--- config.mk ---
export PLATFORM = sky130hd
export DESIGN_NAME = lsom_enc
export DESIGN_NICKNAME = d
export VERILOG_FILES = /design/src/hdl/lsom_enc.sv
export SDC_FILE = /design/constraint.sdc
export NUM_CORES = 1
export LEC_CHECK = 0
export BUFFER_PORTS_ARGS = -buffer_cell sky130_fd_sc_hd__buf_2
export CAP_MARGIN = 40
export CORE_AREA = 2 2 103 105
export DETAILED_ROUTE_END_ITERATION = 8
export DIE_AREA = 0 0 105 107
export GPL_ROUTABILITY_DRIVEN = 1
export MAX_ROUTING_LAYER = met4
export PLACE_DENSITY = 0.6
export SLEW_MARGIN = 40
export SYNTH_ARGS = -nofsm -noshare
export SYNTH_HDL_FRONTEND = slang
export SYNTH_SLANG_ARGS = --single-unit
--- constraint.sdc ---
create_clock -name vclk -period 2.7
set_input_delay 0.54 -clock vclk [all_inputs]
set_output_delay 0.54 -clock vclk [all_outputs]
set_load 0.01 [all_outputs]
--- src/hdl/lsom_enc.sv ---
// One-hot to index encoder with an any-set flag.
// Depends on nothing; used by the top level for hit and free vectors.
module lsom_enc #(
  parameter int N = 256,
  parameter int W = 8
) (
  input  logic [N-1:0] onehot,
  output logic [W-1:0] idx,
  output logic         any
);

  always_comb begin
    idx = '0;
    for (int h = 0; h < N; h++) begin
      if (onehot[h]) begin
        idx = idx | W'(h);
      end
    end
    any = |onehot;
  end

endmodule

==> out/results.tsv <==
metric	value	unit
startpoint class of the critical path	primary input	
first-pass GRT wire length	21300	um
row cnt	37	
initial antenna violation count	1	
Clk network pwr share	0	%
Cell Int Power	0.188	mW
routed wire length	15100	um
Setup Crit Path Kind	in -> out	
Rel. slew slack	56.4	%
Fin. Hold Viols	0	
TNS Setup	-0.00754	ns
Final Setup Violations	1	
combinational fraction of design power	100.0	%
vias in the first global route	3822	
Seq/Total Area, Yosys	0	%
clkbuf count	0	
worst min path class	in -> out	
die area	11200	um2
DR iter-0 viols	226	
critical path cell sequence	buf_2 -> nor4_1 -> buf_4 -> nand4_1 -> buf_4 -> nor4_4 -> and3_1 -> nand4_1 -> buf_2	
Synth area leaders	nor4_1, nand4_1, nand3_1, nor2_1, nor4_2	
overall routing resource usage	25.8	%
Antenna Nets Post-Route	0	
most common cell in the netlist	nor4_1	
Buf+Inv Stages, Crit Path	4	
switching part of the total	51.1	%
FILL cells	1162	
CP max stage cell	nor4_1	
Core Area	10100	um2
Die X	105	um
Flop pwr share	0	%
Synth Instances	236	
Worst VDD drop	38.0	uV
non-filler cells, final	680	
Avg Cell Area, Syn	5.87	um2
crit-path max cell delay	0.31	ns
worst setup path start	onehot[125]	
Mapped Area	1390	um2
DPL Wire Length	13900	um
largest net degree at the start of global routing	5	
WP data arrival	2.17	ns
Worst Max-Slew Pin Slew	0.648	ns
P per Cell Area	109	nW/um2
Area Growth Syn to Fin	155	%
crit-path leading delay family	simple AND/OR/NAND/NOR gates	
FF+latch area	0	um2
Layout Nets	801	
Synth top area share	53.2	%
Synth top cells by count	nor4_1, nand4_1, nor2_1	
outcome	complete, but fails checks	
I/O Buffers	265	
Post-Syn Nets	492	
Crit Path Max Fanout	4	
Final WS setup	-0.00754	ns
drt via density	5.24	
WL/cell	22.2	um
setup slack at placement	-0.253	ns
area leader, netlist	nor4_1	
post-layout minimum cycle time	2.71	ns
hold path startpoint	onehot[202]	
Crit. End Element	primary output	
highest clock rate	369	MHz
placed cells	668	
total number of vias	3565	
leakage	1.48	nW
max cap viols	0	
Min Hold Slack	1.45	ns
DR pass1 iterations	4	
Initial Util	13.7	%
violated checks	negative setup slack	
I/O Pins	265	
final worst path period share	100	%
Required @ worst endpoint	2.16	ns
warnings from Yosys	0	
seq_cells	0	
drc violations	0	
DIE HEIGHT	107	um
Synth cell types	13	
GR Overflow Total	0	
switching pwr	0.196	mW
GP Congestion	0.955	
share of layout cells above drive strength 1	63.5	%
Slew Viols, Final	0	
RSZ-0062 raised after global routing	yes	
metrics by stage:
step	area [um2]	util (%)	total power, mW
after floorplan	1390	-	0.0474
after global placement	3120	30.9	0.340
after detailed placement	3120	30.9	0.345
after CTS	3400	33.7	0.372
after global routing	3530	35.0	0.411
final	3530	35.0	0.385
cells in the final DEF, fill, tap and decap left out:
cell type	Yosys	layout
buf_2	0	257
and3_1	2	2
nor4_1	118	94
nand3_1	22	19
nand4_1	34	34
and2_1	1	1
buf_4	0	42
diode_2	0	1
buf_8	0	2
nor4_4	0	10
nor3_4	0	1
or4_4	1	3
nor4b_1	1	1
nor3_2	0	1
nor2_1	28	28
nand3_2	1	4
buf_6	0	6
nor3_1	9	7
or4_1	3	1
nor4_2	5	19
nand2_1	11	11
metal layers:
metal / GRT usage (%) / part of all wire (%) / wire length (um)
met3: 3.22 / 6.7 / 1010
met5: - / 0 / 0
met2: 47.6 / 51 / 7690
met4: 3.81 / 1.5 / 229
met1: 30.6 / 41 / 6160
cells by family after synthesis:
logic type    count (synthesis)  share of synthesized area, %
simple gates                236                           100
power by group through the flow:
stage	sequential (mW)	clock (mW)	combinational, mW
final	0	0.0000000191	0.385
after global routing	0	0.0000000216	0.411
after CTS	0	0	0.372
after detailed placement	0	0	0.345
after global placement	0	0	0.340
after floorplan	0	0	0.0474
worst paths after layout:
kind                 end  slack, ns  cells past startpoint
setup / recovery     any     -0.008                      9
hold / removal    idx[1]       1.45                      4
cell type report:
class,instances,area [um2],area share [%]
multi-input cells,236,1660,47.0
diodes,1,2.50,0.0708
well taps,136,170,4.81
repair buffers,307,1700,48.1
timing repair:
item                       in CTS  in global routing
setup buffers                   8                  3
resized for setup              37                 20
hold buffers                    0                  0
setup endpoints to repair       6                  9
pin swaps                      14                  8
No activity file was read; power rests on OpenSTA's default activity.
