$ cat config.mk
export PLATFORM = sky130hd
export DESIGN_NAME = lsom_cell
export DESIGN_NICKNAME = d
export VERILOG_FILES = /design/src/hdl/lsom_pkg.sv /design/src/hdl/lsom_cell.sv
export SDC_FILE = /design/constraint.sdc
export NUM_CORES = 1
export LEC_CHECK = 0
export ABC_AREA = 1
export BUFFER_PORTS_ARGS = -buffer_cell sky130_fd_sc_hd__buf_2
export CAP_MARGIN = 15
export CORE_ASPECT_RATIO = 1.1
export CORE_MARGIN = 4
export CORE_UTILIZATION = 34
export DETAILED_ROUTE_END_ITERATION = 7
export GPL_ROUTABILITY_DRIVEN = 0
export PLACE_DENSITY = 0.84
export SLEW_MARGIN = 20
export SYNTH_ARGS = -nofsm -noshare
export SYNTH_HDL_FRONTEND = slang
export SYNTH_SLANG_ARGS = --single-unit
$ cat constraint.sdc
create_clock -name clk -period 2.18 [get_ports clk]
set_input_delay 0.436 -clock clk [delete_from_list [all_inputs] [get_ports clk]]
set_output_delay 0.436 -clock clk [all_outputs]
set_load 0.02 [all_outputs]
$ cat src/hdl/lsom_pkg.sv
// Shared types and codes for the layer stacking-order manager.
// No dependencies; used by layer_stack_order_manager_unit and lsom_cell in hdl/.
package lsom_pkg;

  // Request kinds carried on the input tuser.
  typedef enum logic [1:0] {
    KIND_ALLOC = 2'd0,
    KIND_SET   = 2'd1,
    KIND_FREE  = 2'd2,
    KIND_PEEK  = 2'd3
  } kind_t;

  // Result status codes.
  localparam logic STATUS_DONE       = 1'b0;
  localparam logic STATUS_ALLOC_FAIL = 1'b1;

  // Level of a hidden layer.
  localparam int LEVEL_HIDDEN = -1;

  // Where a cell takes its next content from during a shift.
  typedef enum logic {
    DIR_FROM_BELOW = 1'b0,
    DIR_FROM_ABOVE = 1'b1
  } shift_dir_t;

  // Broadcast control for the row of level cells.
  typedef struct packed {
    logic       active;
    logic       load;
    shift_dir_t dir;
  } cell_ctl_t;

endpackage

$ cat src/hdl/lsom_cell.sv
// One level of the ordered stacking table: holds the layer at that level.
// Depends on lsom_pkg (cell_ctl_t, shift_dir_t).
module lsom_cell #(
  parameter int LEVEL = 0,
  parameter int IW    = 8,
  parameter int CW    = 10,
  parameter int MW    = 8
) (
  input  logic                  clk,
  input  lsom_pkg::cell_ctl_t   ctl,
  input  logic signed [CW-1:0]  lo,
  input  logic signed [CW-1:0]  hi,
  input  logic signed [CW-1:0]  lvl,
  input  logic [IW-1:0]         load_layer,
  input  logic [IW-1:0]         below,
  input  logic [IW-1:0]         above,
  input  logic [7:0]            probe_id,
  input  logic signed [CW-1:0]  top,
  output logic [IW-1:0]         content,
  output logic                  hit
);

  localparam logic signed [CW-1:0] H = CW'(LEVEL);

  logic in_range;

  assign in_range = (lo <= H) && (H <= hi);
  // only levels up to the top hold a shown layer
  assign hit = (H <= top) && (MW'(content) == MW'(probe_id));

  always_ff @(posedge clk) begin
    if (ctl.active) begin
      if (in_range) begin
        content <= (ctl.dir == lsom_pkg::DIR_FROM_BELOW) ? below : above;
      end else if (ctl.load && (lvl == H)) begin
        content <= load_layer;
      end
    end
  end

endmodule

==> results of run 1 <==
[power by group]
group          total [mW]  switching, mW  internal, mW
logic               0.133         0.0618        0.0713
registers           0.185        0.00463         0.181
clock network       0.106         0.0435        0.0625
total               0.424          0.110         0.314
[cells by family after synthesis]
| group | Yosys count | share of synthesized area |
|---|---|---|
| AND/OR/NAND/NOR | 52 | 0.3407 |
| buffers and inverters | 12 | 0.07735 |
| multiplexers | 8 | 0.1326 |
| flip-flops | 8 | 0.3536 |
| AO/OA/AOI/OAI | 6 | 0.05708 |
| XOR/XNOR | 3 | 0.03868 |
[through the flow]
stage	hold slack [ns]	cell area [µm²]	worst slack, ns
floorplan	0.6146	679.4	0.6123
global placement	0.7078	1032	0.4210
detailed placement	0.7063	1032	0.3514
CTS	0.4533	1055	0.4445
global route	0.4597	1055	0.3931
finish	0.4562	1055	0.4565
[cell usage in the layout, fill, tap and decap left out, drive strengths merged]
cell	n
and2	1
clkbuf	3
o22ai	2
mux2	8
xnor2	3
edfxtp	8
o21ai	1
nor2	13
buf	66
a21o	1
inv	10
a21oi	2
nand3	11
clkinv	1
nand2	27
[cell type report]
type	instances	area, µm²	share of cell area
multi-input cells	69	386.6	0.3665
inverters	11	41.29	0.03915
repair buffers	66	330.3	0.3132
flip-flops and latches	8	240.2	0.2278
clock buffers	3	22.52	0.02135
well taps	27	33.78	0.03203
[layer usage]
metal  track usage  up-vias  part of all wire
li1              -      428                 -
met2        0.2717       43              0.54
met4       0.09417        0             0.015
met1        0.1275      355              0.35
met3       0.01907        2              0.10
met5             0        -                 0
[worst max path at each step]
| stage | cells after the start | slack [ns] | from | to |
|---|---|---|---|---|
| after floorplan | 4 | 0.61 | content[4] | hit |
| after global placement | 8 | 0.42 | lo[1] | content[3] |
| after detailed placement | 8 | 0.35 | lo[1] | content[3] |
| after CTS | 5 | 0.44 | content[4] | hit |
| after global routing | 5 | 0.39 | content[4] | hit |
| final | 5 | 0.46 | content[4] | hit |
==> flow_metrics.py, run 1 <==
metrics = {
    "run_status": {
        "status": "completed",
    },
    "clock_network": {
        "cts_tree": "yes",
        "numCtsBuffers": 3,
        "post_cts_resized": 0,
        "cts_root_buffer": "clkbuf_4",
        "cts.sink_count": 8,
        "cts.htree.levels": 1,
        "hold_buffers": 0,
        "postCtsSetupRepairBufs": 0,
        "cts.clk_slew.worst_paths_ns": 0.05,
        "clk_path_buf_depth": 2,
    },
    "sta": {
        "tns_ns": 0,
        "period_share": 0.7906,
        "worst_pin_slew_ns": 0.4218,
        "min_period_ns": 1.724,
        "report.final.slew_viol_count": 0,
        "finalSetupViolCount": 0,
        "slew_headroom": 0.7188,
        "rsz0062_at_grt": "no",
        "timing.fmax_mhz": 580.2,
        "final_hold_viol_count": 0,
    },
    "floorplanning": {
        "die_area_um2": 2778,
        "rows": 16,
        "die_w_um": 50.62,
        "coreArea_um2": 1842,
        "ios": 85,
        "die_h_um": 54.89,
        "initial_core_util": 0.3689,
    },
    "finish": {
        "diodes": 0,
        "nNetsFinal": 235,
        "fin_util": 0.5727,
        "largest_register_ffs": 8,
        "instances_no_fill": 184,
        "area_growth_pct": 55.25,
        "layout-drive-gt1-share": 0.5223,
        "nFillCells": 189,
        "reg_top3": "content: 8 flops",
        "top_register": "content",
    },
    "worst_setup_path": {
        "crit_path_cell_trace": "a21o_1 > nor2_1 > nand3_1 > nor2_1 > buf_2",
        "worstPathArrival_ns": 1.29,
        "cpLargestDelayFamily": "flip-flops",
        "crit_required_ns": 1.74,
        "crit_type": "flip-flop to primary output",
        "critPathMaxFanout": 3,
        "endpoint_kind": "primary output",
        "cp_slowest_stage_delay_ns": 0.41,
        "path_buf_inv": 1,
        "crit_slowest_cell": "edfxtp_1",
        "start_kind": "flip-flop",
        "crit_top_cell": "nor2_1",
    },
    "yosys": {
        "synth_area_leaders": "edfxtp_1, mux2_2, nand2_1",
        "synth-edff-count": 8,
        "synth_top_area_share": 0.3536,
        "syn_inst": 89,
        "seq_area_frac_synth": 0.3536,
        "netlist_area_um2": 679.4,
        "ys.flop_type": "edfxtp_1",
        "async_reset_ff_frac": 0,
        "ys_warn_count": 0,
        "ys_types": 18,
        "synth_seq_cells": 8,
        "synth_common_cells": "nand2_1, nor2_1, nand3_1",
        "post-synth-top-count-cell": "nand2_1",
        "syn_nets": 165,
        "yosysTopAreaCell": "edfxtp_1",
        "syn_avg_cell_area_um2": 7.634,
    },
    "global_routing": {
        "grt_pass1_vias": 765,
        "grt-ovfl-total": 0,
        "grt_use_total": 0.1351,
        "grt_pass1_wl_um": 2760,
        "antenna_found_initial": 0,
        "grt_max_degree": 10,
    },
    "pwr": {
        "p_per_area_nw_per_um2": 402.2,
        "leakage_nw": 0.5756,
        "power_uw": 424.2,
        "ir_worst_vdd_uv": 171.3,
    },
    "detailed_routing": {
        "first_pass_iters": 4,
        "antenna_left": 0,
        "detailroute.via_count": 828,
        "wl_um": 1829,
        "drt-vias-per-instance": 4.500,
        "initialDrtViolationCount": 7,
        "drc": 0,
        "wl_per_cell_um": 9.940,
    },
    "run": {
        "max_cap_violations": 0,
    },
    "worst_hold_path": {
        "hold_end": "content[3]",
        "timing.hold.worst_path_depth": 3,
        "min-delay-start": "load_layer[3]",
        "hp-class": "input pin to flip-flop",
    },
    "place": {
        "io_buffers": 66,
        "dp.cells": 181,
        "dp_hpwl_um": 1695,
    },
}
Power figures use the tool's default switching activity.
==> run 2: changes to the inputs <==
--- a/config.mk
+++ b/config.mk
@@ -10,10 +10,10 @@
 export CAP_MARGIN = 15
 export CORE_ASPECT_RATIO = 1.1
 export CORE_MARGIN = 4
-export CORE_UTILIZATION = 34
+export CORE_UTILIZATION = 32
 export DETAILED_ROUTE_END_ITERATION = 7
 export GPL_ROUTABILITY_DRIVEN = 0
-export PLACE_DENSITY = 0.84
+export PLACE_DENSITY = 0.8
 export SLEW_MARGIN = 20
 export SYNTH_ARGS = -nofsm -noshare
 export SYNTH_HDL_FRONTEND = slang
==> constraint.sdc (replaced) <==
create_clock -name clk -period 1.8 [get_ports clk]
set_input_delay 0.36 -clock clk [delete_from_list [all_inputs] [get_ports clk]]
set_output_delay 0.36 -clock clk [all_outputs]
set_load 0.02 [all_outputs]
==> run 2 against run 1 <==
Effect of this change:
- setup slack worse by 0.27 ns
- total power up 21%
- global-route usage increased by 0.19 points
- largest cell class unchanged
- largest power group unchanged
==> flow_metrics.py, run 2 (same netlist as run 1, synthesis figures left out) <==
metrics = {
    "clock_network": {
        "clk_path_buf_depth": 2,
        "numCtsBuffers": 3,
        "cts_root_buffer": "clkbuf_4",
        "postCtsSetupRepairBufs": 0,
        "hold_buffers": 0,
        "cts.clk_slew.worst_paths_ns": 0.05,
        "cts_tree": "yes",
        "cts.htree.levels": 1,
        "cts.sink_count": 8,
        "post_cts_resized": 0,
    },
    "global_routing": {
        "antenna_found_initial": 0,
        "grt_pass1_wl_um": 3084,
        "grt_pass1_vias": 842,
        "grt_max_degree": 10,
        "grt_use_total": 0.1370,
        "grt-ovfl-total": 0,
    },
    "worst_setup_path": {
        "start_kind": "flip-flop",
        "crit_required_ns": 1.44,
        "endpoint_kind": "primary output",
        "crit_type": "flip-flop to primary output",
        "worstPathArrival_ns": 1.25,
        "critPathMaxFanout": 3,
    },
    "place": {
        "dp_hpwl_um": 1714,
        "io_buffers": 66,
    },
    "detailed_routing": {
        "detailroute.via_count": 845,
        "drc": 0,
        "wl_per_cell_um": 10.37,
        "first_pass_iters": 4,
        "wl_um": 1928,
        "drt-vias-per-instance": 4.543,
        "antenna_left": 0,
        "initialDrtViolationCount": 19,
    },
    "finish": {
        "area_growth_pct": 56.54,
        "layout_commonest_cell": "buf_2",
        "layout_common_cells": "buf_2, nand2_1, nor2_1",
        "diodes": 0,
        "nNetsFinal": 236,
        "top_register": "content",
        "largest_register_ffs": 8,
        "layout-drive-gt1-share": 0.5253,
        "reg_top3": "content: 8 flops",
        "fin_util": 0.5263,
        "nFillCells": 197,
    },
    "sta": {
        "worst_pin_slew_ns": 0.2588,
        "timing.fmax_mhz": 620.3,
        "report.final.slew_viol_count": 0,
        "slew_headroom": 0.8264,
        "period_share": 0.8956,
        "tns_ns": 0,
        "finalSetupViolCount": 0,
        "final_hold_viol_count": 0,
        "rsz0062_at_grt": "no",
        "min_period_ns": 1.612,
    },
    "floorplanning": {
        "ios": 85,
        "die_area_um2": 2925,
        "initial_core_util": 0.3362,
        "die_w_um": 51.94,
        "coreArea_um2": 2021,
        "rows": 17,
        "die_h_um": 56.33,
    },
    "run_status": {
        "status": "completed",
    },
    "pwr": {
        "power_uw": 515.3,
        "ir_worst_vdd_uv": 237.5,
        "leakage_nw": 0.5809,
        "p_per_area_nw_per_um2": 484.5,
    },
    "run": {
        "max_cap_violations": 0,
    },
    "worst_hold_path": {
        "hp-class": "input pin to flip-flop",
    },
}
## run 2: cell types whose count changed in the layout (fill, tap and decap cells not counted)
cell / change
buf_4: +1
## run 2: layout make-up
| cell class | count | area, µm² | share of cell area |
|---|---|---|---|
| Sequential cell | 8 | 240.2 | 0.2259 |
| Tap cell | 28 | 35.03 | 0.03294 |
| Inverter | 11 | 41.29 | 0.03882 |
| Timing Repair Buffer | 67 | 337.8 | 0.3176 |
| Multi-Input combinational cell | 69 | 386.6 | 0.3635 |
| Clock buffer | 3 | 22.52 | 0.02118 |
## run 2: layer usage
metal  GRT usage  share of wire  vias to the layer above  routed length (µm)
met5           0              0                        -                   0
met4     0.08614          0.011                        0                  21
met3     0.02653          0.099                        2                 190
met2      0.2478           0.54                       50                1033
met1      0.1373           0.35                      362                 681
li1            -              -                      431                   -
## run 2: worst paths after layout
kind / start / depth (start not counted) / to / slack (ns)
worst max-delay path: content[4] / 5 / hit / 0.19
worst min-delay path: load_layer[1] / 3 / content[1] / 0.39
## run 2: metrics by stage
step                instance area, µm²  worst slack [ns]  hold WS [ns]  cells
global placement                  1041            0.2473        0.6317    183
finish                            1064            0.1878        0.3869    186
detailed placement                1041            0.1930        0.6368    183
floorplan                        679.4            0.3083        0.5386     89
global route                      1064            0.1042        0.3891    186
CTS                               1064            0.1683        0.3826    186
## run 2: critical path, stage by stage (launching register included)
cell and delay [ns]:
edfxtp_1 0.39, a21o_1 0.19, nor2_1 0.10, nand3_1 0.08, nor2_1 0.08, buf_2 0.16
## run 2: power breakdown
group,switching [mW],internal [mW]
Clock,0.0519,0.0757
Combinational,0.0761,0.0874
Sequential,0.00552,0.219
Total,0.134,0.382
